`config.mk`:
```
export PLATFORM = sky130hd
export DESIGN_NAME = afc_plane_eval
export DESIGN_NICKNAME = d
export VERILOG_FILES = /design/src/sv/afc_pkg.sv /design/src/sv/afc_plane_eval.sv
export SDC_FILE = /design/constraint.sdc
export NUM_CORES = 2
export LEC_CHECK = 0
export BUFFER_PORTS_ARGS = -buffer_cell sky130_fd_sc_hd__buf_4
export CAP_MARGIN = 20
export CELL_PAD_IN_SITES_DETAIL_PLACEMENT = 0
export CELL_PAD_IN_SITES_GLOBAL_PLACEMENT = 1
export CORE_UTILIZATION = 35
export DETAILED_ROUTE_END_ITERATION = 7
export PLACE_DENSITY = 0.65
export SYNTH_ARGS = -nofsm -noshare
export SYNTH_HDL_FRONTEND = slang
export SYNTH_SLANG_ARGS = --single-unit
```
`constraint.sdc`:
```
create_clock -name vclk -period 11.9
set_input_delay 0 -clock vclk [all_inputs]
set_output_delay 0 -clock vclk [all_outputs]
set_load 0.01 [all_outputs]
```
`src/sv/afc_pkg.sv`:
```
// Package for the box-versus-frustum classifier.
// Holds the fixed-point widths, the register map, the plane and camera layouts and the verdict codes.
// No dependencies.
package afc_pkg;

  localparam int NUM_PLANES = 6;
  localparam int CFG_IDX_W  = 3;
  localparam int CFG_DATA_W = 64;

  localparam int POS_W     = 20;
  localparam int REL_W     = POS_W + 1;
  localparam int HALF_W    = 18;
  localparam int NRM_W     = 12;
  localparam int OFF_W     = 28;
  localparam int OFF_SHIFT = 10;
  localparam int CAM_W     = 3 * POS_W;
  localparam int PROD_W    = REL_W + NRM_W;
  localparam int EXT_W     = HALF_W + NRM_W;
  localparam int RAD_W     = EXT_W + 2;
  localparam int DIST_W    = 41;

  localparam logic [CFG_IDX_W-1:0] REG_CAMERA = 3'd6;

  typedef enum logic [1:0] {
    VERDICT_OUTSIDE   = 2'd0,
    VERDICT_INSIDE    = 2'd1,
    VERDICT_INTERSECT = 2'd2
  } verdict_t;

  typedef struct packed {
    logic signed [OFF_W-1:0] offset;
    logic signed [NRM_W-1:0] nz;
    logic signed [NRM_W-1:0] ny;
    logic signed [NRM_W-1:0] nx;
  } plane_t;

  typedef struct packed {
    logic signed [POS_W-1:0] z;
    logic signed [POS_W-1:0] y;
    logic signed [POS_W-1:0] x;
  } camera_t;

  typedef struct packed {
    logic signed [REL_W-1:0] z;
    logic signed [REL_W-1:0] y;
    logic signed [REL_W-1:0] x;
  } rel_t;

  typedef struct packed {
    logic [HALF_W-1:0] z;
    logic [HALF_W-1:0] y;
    logic [HALF_W-1:0] x;
  } half_t;

  typedef struct packed {
    logic reject;
    logic straddle;
  } plane_flags_t;

  function automatic logic [NRM_W-1:0] abs_nrm(input logic signed [NRM_W-1:0] v);
    logic signed [NRM_W-1:0] neg;
    neg = -v;
    return v[NRM_W-1] ? NRM_W'(neg) : NRM_W'(v);
  endfunction

endpackage

```
`src/sv/afc_plane_eval.sv`:
```
// One plane lane: signed distance of the box center and projected radius of the box.
// Flags a plane that rejects the box and one that the box straddles.
// Depends on afc_pkg.
module afc_plane_eval (
  input  afc_pkg::rel_t         rel,
  input  afc_pkg::half_t        half,
  input  afc_pkg::plane_t       plane,
  output afc_pkg::plane_flags_t flags
);

  logic signed [afc_pkg::PROD_W-1:0] px, py, pz;
  logic [afc_pkg::NRM_W-1:0]         ax, ay, az;
  logic [afc_pkg::EXT_W-1:0]         ex, ey, ez;
  logic [afc_pkg::RAD_W-1:0]         rad;
  logic signed [afc_pkg::DIST_W-1:0] sdist, rad_s, far_d, near_d;

  assign px = afc_pkg::PROD_W'(rel.x) * afc_pkg::PROD_W'(plane.nx);
  assign py = afc_pkg::PROD_W'(rel.y) * afc_pkg::PROD_W'(plane.ny);
  assign pz = afc_pkg::PROD_W'(rel.z) * afc_pkg::PROD_W'(plane.nz);

  assign ax = afc_pkg::abs_nrm(plane.nx);
  assign ay = afc_pkg::abs_nrm(plane.ny);
  assign az = afc_pkg::abs_nrm(plane.nz);

  assign ex = afc_pkg::EXT_W'(half.x) * afc_pkg::EXT_W'(ax);
  assign ey = afc_pkg::EXT_W'(half.y) * afc_pkg::EXT_W'(ay);
  assign ez = afc_pkg::EXT_W'(half.z) * afc_pkg::EXT_W'(az);

  assign rad = afc_pkg::RAD_W'(ex) + afc_pkg::RAD_W'(ey) + afc_pkg::RAD_W'(ez);

  assign sdist = afc_pkg::DIST_W'(px) + afc_pkg::DIST_W'(py) + afc_pkg::DIST_W'(pz)
               + (afc_pkg::DIST_W'(plane.offset) <<< afc_pkg::OFF_SHIFT);
  assign rad_s  = signed'(afc_pkg::DIST_W'(rad));
  assign far_d  = sdist + rad_s;
  assign near_d = sdist - rad_s;

  assign flags.reject   = far_d[afc_pkg::DIST_W-1];
  assign flags.straddle = near_d[afc_pkg::DIST_W-1];

endmodule

```
==> results.ini <==
[run_status]
status = finished, final reports clean

[drt]
drt-vias-per-instance = 4.716
vias = 34876
drc = 0
ant_nets = 0
drt_pass1_iterations = 5
wire_per_inst_um = 18.79
wl_um = 138900
drt_iter0_markers = 1583

[critical_path]
cp_max_fo = 23
critPathSlowestCell = xnor2_2
cp_slowest_stage_delay_ns = 0.86
critPathKind = in -> out
endpoint_kind = output pin
cp_data_arrival_time_ns = 11.02
cp-start-kind = input pin
cpMostUsedCell = fa_1
timing.critical_path.required_ns = 11.90

[sta]
slew_viol_final = 0
grt_setup_unrepaired = false
setup_viol = 0
period_minus_slack_ns = 11.02
max_freq_mhz = 90.77
hold_violations = 0
tightestPinTransition_ns = 1.087
max_slew_margin = 0.2717
timing.setup.tns_ns = 0
finalCritPeriodShare = 0.9258

[global_routing]
first_global_vias = 39098
grt_pass1_wl_um = 225600
grt_antenna_before_repair = 9
grt_max_degree = 40
grt_overflow = 0
grt_usage = 0.2006

[final_layout]
layout_common_cells = 1,532 x inv_1, 1,458 x fa_1, 985 x nand2_1
drive_above_1_share = 0.04618
area_delta_synth_final_pct = 6.474
seq_area_um2 = 0
final_common_cell = inv_1
fin_nets = 7530
seq_cell_count = 0
nClkBuffers = 0

[floorplanning]
fp.dieW_um = 381.6
start_util = 0.3544
ios = 183
num_rows = 138
coreArea_um2 = 142300
die_area_um2 = 145600
die_h_um = 381.6

[cts]
post_cts_resized = 0
postCtsSetupBuffers = 0
hold_buffers = 0

[synth]
synth_cells = 5532
synth_area_leaders = fa_1 58%, inv_1 11%, ha_1 9.7%
yosysSeqAreaShare = 0
synth_top_cell_by_area = fa_1
syn_area_per_cell_um2 = 9.115
synth_area_um2 = 50420
yosysTopAreaCellShare = 0.5789
ys_types = 64
yosys_warnings = 0
synthesis.nets = 7560

[job]
maxCapViolCount = 0

[placed_design]
portBuffers = 183
place_congestion = 0.8629
dp_hpwl_um = 123500

[hold_path]
hp-class = in -> out

-- cell type report --
type / count / area [um^2]
Fill cell: 14839 / 88590
Tap cell: 1890 / 2365
Inverter: 1532 / 5751
Timing Repair Buffer: 218 / 1655
Multi-Input combinational cell: 3750 / 43900
Antenna cell: 6 / 15.01
-- synthesized netlist by cell type (all sizes together) (4+ instances only) --
cell type	count
o31ai	9
o21ai	47
nand2	985
nand2b	71
nor3	11
xnor2	65
a21o	32
or4	6
nand4	10
nor2	46
o21bai	13
a21oi	62
xor2	31
nor2b	59
nand3	14
a211oi	8
a31oi	13
ha	389
o211ai	4
inv	1532
nor4	8
fa	1458
o21a	10
clkbuf	249
a221oi	4
o41ai	6
or3	4
and2	349
-- metal layers --
layer | vias to the layer above | part of all wire | global-route usage
met2 | 677 | 0.52 | 0.3596
met3 | 127 | 0.043 | 0.02027
met1 | 18506 | 0.41 | 0.2597
met4 | 4 | 0.028 | 0.04511
li1 | 15562 | - | -
met5 | - | 0.00022 | 0
-- critical path, delay by kind of cell --
kind	cells	cell delay, ns
AO/OA/AOI/OAI	11	2.75
XOR/XNOR	2	0.97
adder cells (fa/ha/maj)	11	4.80
buffers and inverters	8	0.83
AND/OR/NAND/NOR	9	1.62
-- stage by stage --
step | cells | hold slack [ns] | util | cell area [um^2] | worst slack, ns
2_1_floorplan | 5532 | 0.6609 | - | 50420 | 2.453
3_3_place_gp | 7385 | 1.048 | 0.3768 | 53620 | 1.122
3_5_place_dp | 7386 | 1.044 | 0.3769 | 53620 | 0.9375
4_1_cts | 7386 | 1.055 | 0.3769 | 53620 | 0.8670
5_1_grt | 7393 | 1.098 | 0.3773 | 53680 | 0.2069
6_report | 7396 | 1.042 | 0.3773 | 53690 | 0.8831
-- path summary, 6_finish.rpt --
check	endpoint	start	slack, ns	depth (start not counted)
hold / removal	flags[0]	plane[63]	1.04	8
setup / recovery	flags[0]	plane[1]	0.88	41
-- cell families after synthesis --
| logic type | Yosys count | synth area share |
|---|---|---|
| compound gates | 232 | 0.03087 |
| xor+xnor | 96 | 0.01668 |
| fa+ha+maj | 1847 | 0.6754 |
| buf+inv | 1782 | 0.1327 |
| simple gates | 1575 | 0.1444 |
