==> src/sv/afc_pkg.sv <==
// Package for the box-versus-frustum classifier.
// Holds the fixed-point widths, the register map, the plane and camera layouts and the verdict codes.
// No dependencies.
package afc_pkg;

  localparam int NUM_PLANES = 6;
  localparam int CFG_IDX_W  = 3;
  localparam int CFG_DATA_W = 64;

  localparam int POS_W     = 20;
  localparam int REL_W     = POS_W + 1;
  localparam int HALF_W    = 18;
  localparam int NRM_W     = 12;
  localparam int OFF_W     = 28;
  localparam int OFF_SHIFT = 10;
  localparam int CAM_W     = 3 * POS_W;
  localparam int PROD_W    = REL_W + NRM_W;
  localparam int EXT_W     = HALF_W + NRM_W;
  localparam int RAD_W     = EXT_W + 2;
  localparam int DIST_W    = 41;

  localparam logic [CFG_IDX_W-1:0] REG_CAMERA = 3'd6;

  typedef enum logic [1:0] {
    VERDICT_OUTSIDE   = 2'd0,
    VERDICT_INSIDE    = 2'd1,
    VERDICT_INTERSECT = 2'd2
  } verdict_t;

  typedef struct packed {
    logic signed [OFF_W-1:0] offset;
    logic signed [NRM_W-1:0] nz;
    logic signed [NRM_W-1:0] ny;
    logic signed [NRM_W-1:0] nx;
  } plane_t;

  typedef struct packed {
    logic signed [POS_W-1:0] z;
    logic signed [POS_W-1:0] y;
    logic signed [POS_W-1:0] x;
  } camera_t;

  typedef struct packed {
    logic signed [REL_W-1:0] z;
    logic signed [REL_W-1:0] y;
    logic signed [REL_W-1:0] x;
  } rel_t;

  typedef struct packed {
    logic [HALF_W-1:0] z;
    logic [HALF_W-1:0] y;
    logic [HALF_W-1:0] x;
  } half_t;

  typedef struct packed {
    logic reject;
    logic straddle;
  } plane_flags_t;

  function automatic logic [NRM_W-1:0] abs_nrm(input logic signed [NRM_W-1:0] v);
    logic signed [NRM_W-1:0] neg;
    neg = -v;
    return v[NRM_W-1] ? NRM_W'(neg) : NRM_W'(v);
  endfunction

endpackage

==> src/sv/afc_cfg_regs.sv <==
// Configuration registers: the frustum planes and the camera position.
// Writes to unused plane slots or unknown indexes are dropped.
// Depends on afc_pkg.
module afc_cfg_regs #(
  parameter int PLANE_COUNT = 6
) (
  input  logic                           clk,
  input  logic                           rst_n,
  input  logic                           cfg_we,
  input  logic [afc_pkg::CFG_IDX_W-1:0]  cfg_index,
  input  logic [afc_pkg::CFG_DATA_W-1:0] cfg_data,
  output afc_pkg::plane_t                planes [PLANE_COUNT],
  output afc_pkg::camera_t               camera
);

  afc_pkg::plane_t  planes_r [PLANE_COUNT];
  afc_pkg::camera_t camera_r;

  for (genvar i = 0; i < PLANE_COUNT; i++) begin : g_plane
    always_ff @(posedge clk) begin
      if (!rst_n) begin
        planes_r[i] <= '0;
      end else if (cfg_we && cfg_index == afc_pkg::CFG_IDX_W'(i)) begin
        planes_r[i] <= afc_pkg::plane_t'(cfg_data);
      end
    end
    assign planes[i] = planes_r[i];
  end

  always_ff @(posedge clk) begin
    if (!rst_n) begin
      camera_r <= '0;
    end else if (cfg_we && cfg_index == afc_pkg::REG_CAMERA) begin
      camera_r <= afc_pkg::camera_t'(cfg_data[afc_pkg::CAM_W-1:0]);
    end
  end

  assign camera = camera_r;

endmodule

==> config.mk <==
export PLATFORM = sky130hd
export DESIGN_NAME = afc_cfg_regs
export DESIGN_NICKNAME = d
export VERILOG_FILES = /design/src/sv/afc_pkg.sv /design/src/sv/afc_cfg_regs.sv
export SDC_FILE = /design/constraint.sdc
export NUM_CORES = 1
export LEC_CHECK = 0
export BUFFER_PORTS_ARGS = -buffer_cell sky130_fd_sc_hd__buf_2
export CAP_MARGIN = 10
export CORE_MARGIN = 5
export CORE_UTILIZATION = 32
export CTS_CLUSTER_SIZE = 30
export DETAILED_ROUTE_END_ITERATION = 16
export SYNTH_ARGS = -nofsm -noshare
export SYNTH_HDL_FRONTEND = slang
export SYNTH_SLANG_ARGS = --single-unit
==> constraint.sdc <==
create_clock -name clk -period 8.1 [get_ports clk]
set_input_delay 0.405 -clock clk [delete_from_list [all_inputs] [get_ports clk]]
set_output_delay 0.405 -clock clk [all_outputs]
set_load 0.1 [all_outputs]
==> results.md <==
- Status: complete, no violations
- Die extent in x: 240 um
- P_int: 3.97 mW
- #FFs+latches synth: 444
- Crit share post-route: 0.345
- # clock sinks: 444
- TritonCTS Buffers: 47
- Register area share after synthesis: 0.754
- Synthesis Warnings: 0
- Wire per inst: 21.3 um
- Hold crit path type: primary input to flop
- Mapped Avg Cell Area: 14.3 um2
- Remaining Overflow, GRT: 0
- Leakage Power: 8.62 nW
- Switch Pwr: 2.18 mW
- Reg power frac: 0.434
- Final period demand of the worst path: 2.80 ns
- Final HPWL DP: 34600 um
- Final Hold Violating Endpoints: 0
- Worst Path Required: 8.48 ns
- Number of H-tree levels: 2
- Gr usage total: 0.169
- Number of distinct library cells after synthesis: 20
- Fraction of layout cells with a size suffix above 1: 0.411
- Initial antenna violation count: 0
- RSZ-0062 raised after global routing: no
- Antenna diode count: 0
- Multi-input gate area: 3520 um2
- Fillers: 5040
- Layout Cells excl Fill: 2396
- FF/Latch Area: 12700 um2
- Die height: 240 um
- Via density per instance: 4.71
- Worst-Margin Slew: 1.14 ns
- Clock network power share: 0.340
- First-pass GRT wire length: 73900 um
- Placed Cells: 2309
- Site Rows: 84
- Max Fclk: 358 MHz
- Clk slew on worst S/H paths: 0.06 ns
- Starting Density: 0.322
- Mapped Nets: 1254
- R2R Setup Slk: 7.46 ns
- Post-CTS Repair Setup Buffers: 0
- PD cells: 286 nW/um2
- DR vias: 11277
- Core area: 52400 um2
- Slew Limit Fails: 0
- Clock Latency Late Sink: 0.56 ns
- Vias in the first global route: 11405
- I/O pins: 514
- Die area: 57500 um2
- CP endpoint kind: flop
- First-pass iteration count of the detailed router: 5
- Gate Count Post-Synth: 1184
- CTS resizes: 0
- Post-Route WL: 51200 um
- Crit-path max FO: 68
- Largest net degree at the start of global routing: 75
- CTS Buffer Depth: 3
- Max-cap violations: 0
- Post-DRT Antenna Nets: 0
- Final nets: 1740
- Routability Congestion: 0.791
- Crit Path Category: primary input to flop
- Synthesized area: 16900 um2
- # hold bufs at CTS: 0
- Max_slew headroom: 0.243
- Hold slack: 0.162 ns
- Setup TNS: 0 ns
- Drc violations: 0
- Critical path data arrival time: 3.18 ns
- Sw frac: 0.355
- IO Port Bufs: 513
- Synth-to-Final Area Change: 27.5%
- Final Setup Violations: 0
- CTS tree: built
- Combinational fraction of design power: 0.227
- Initial drt markers: 618
- Maximum vdd drop: 0.175 mV
- Startpoint types: primary input
- CTS Root Cell: clkbuf_16
- Worst Skew: 0 ns
[critical path, cell delays in order]
cell	delay [ns]
buf_4	0.37
buf_4	0.59
nand3_4	0.66
buf_4	0.63
nor3_1	0.27
[power by group through the flow]
stage	clock [mW]	sequential (mW)	combinational, mW
6_report	2.09	2.67	1.40
5_1_grt	2.24	2.68	1.43
4_1_cts	2.14	2.67	1.41
3_5_place_dp	0	2.72	1.40
3_3_place_gp	0	2.71	1.40
2_1_floorplan	0	3.73	0.145
[Yosys cell counts, drive strengths merged]
| master | instances | area (um2) |
|---|---|---|
| or2 | 1 | 6.26 |
| nor3 | 256 | 1780 |
| nand4bb | 1 | 11.3 |
| buf | 60 | 369 |
| inv | 64 | 240 |
| edfxtp | 384 | 11500 |
| nand3b | 1 | 7.51 |
| o21ai | 4 | 20.0 |
| clkbuf | 33 | 124 |
| nor2 | 128 | 480 |
| nand4b | 2 | 17.5 |
| dfxtp | 60 | 1200 |
| mux2i | 60 | 601 |
| nand3 | 1 | 5.00 |
| nand2 | 127 | 477 |
| nand2b | 2 | 12.5 |
[per-layer routing]
metal | part of all wire | GRT usage
met1 | 0.38 | 0.207
met2 | 0.50 | 0.292
met3 | 0.089 | 0.0534
met4 | 0.024 | 0.0443
met5 | 0 | 0
[cells by family after synthesis]
family,count (synthesis),share of synthesized area
buffers and inverters,157,0.0434
AOI/OAI and AO/OA,4,0.00119
muxes,60,0.0356
and+or+nand+nor,519,0.166
DFF,444,0.754
[final timing paths]
kind / from / endpoint / cells after the start
worst max register to register: camera[19] / camera[19] / 2
worst min register to register: camera[24] / camera[24] / 2
worst max-delay path: rst_n / planes_r[4][2] / 5
worst min-delay path: cfg_data[30] / camera[30] / 3
[metrics by stage]
step / util / total power [mW] / worst slack (ns) / area, um2
5_1_grt: 0.410 / 6.34 / 5.12 / 21500
3_3_place_gp: 0.382 / 4.12 / 4.83 / 20000
4_1_cts: 0.410 / 6.21 / 5.38 / 21500
2_1_floorplan: - / 3.88 / 2.05 / 16900
3_5_place_dp: 0.382 / 4.12 / 4.70 / 20000
6_report: 0.410 / 6.15 / 5.30 / 21500
[state kept, by name, summed over array words and instances, names as in the netlist]
name and flops:
camera 60, planes_r 384
[final cells by class]
class,count,area share
Clock buffer,67,0.0606
Clock inverter,20,0.00808
Inverter,64,0.0112
Multi-Input combinational cell,583,0.163
Sequential cell,444,0.591
Tap cell,688,0.0400
Timing Repair Buffer,530,0.125
[cell usage in the layout (no fill, tap or decap), drive strengths merged]
master,instances
nand4b,2
clkbuf,67
edfxtp,384
buf,530
nand3b,1
mux2i,60
nor2,128
inv,65
clkinvlp,1
o21ai,4
nor3,256
dfxtp,60
nand4bb,1
clkinv,15
or2,1
bufinv,3
nand3,1
nand2,127
nand2b,2
Power figures use the tool's default switching activity.
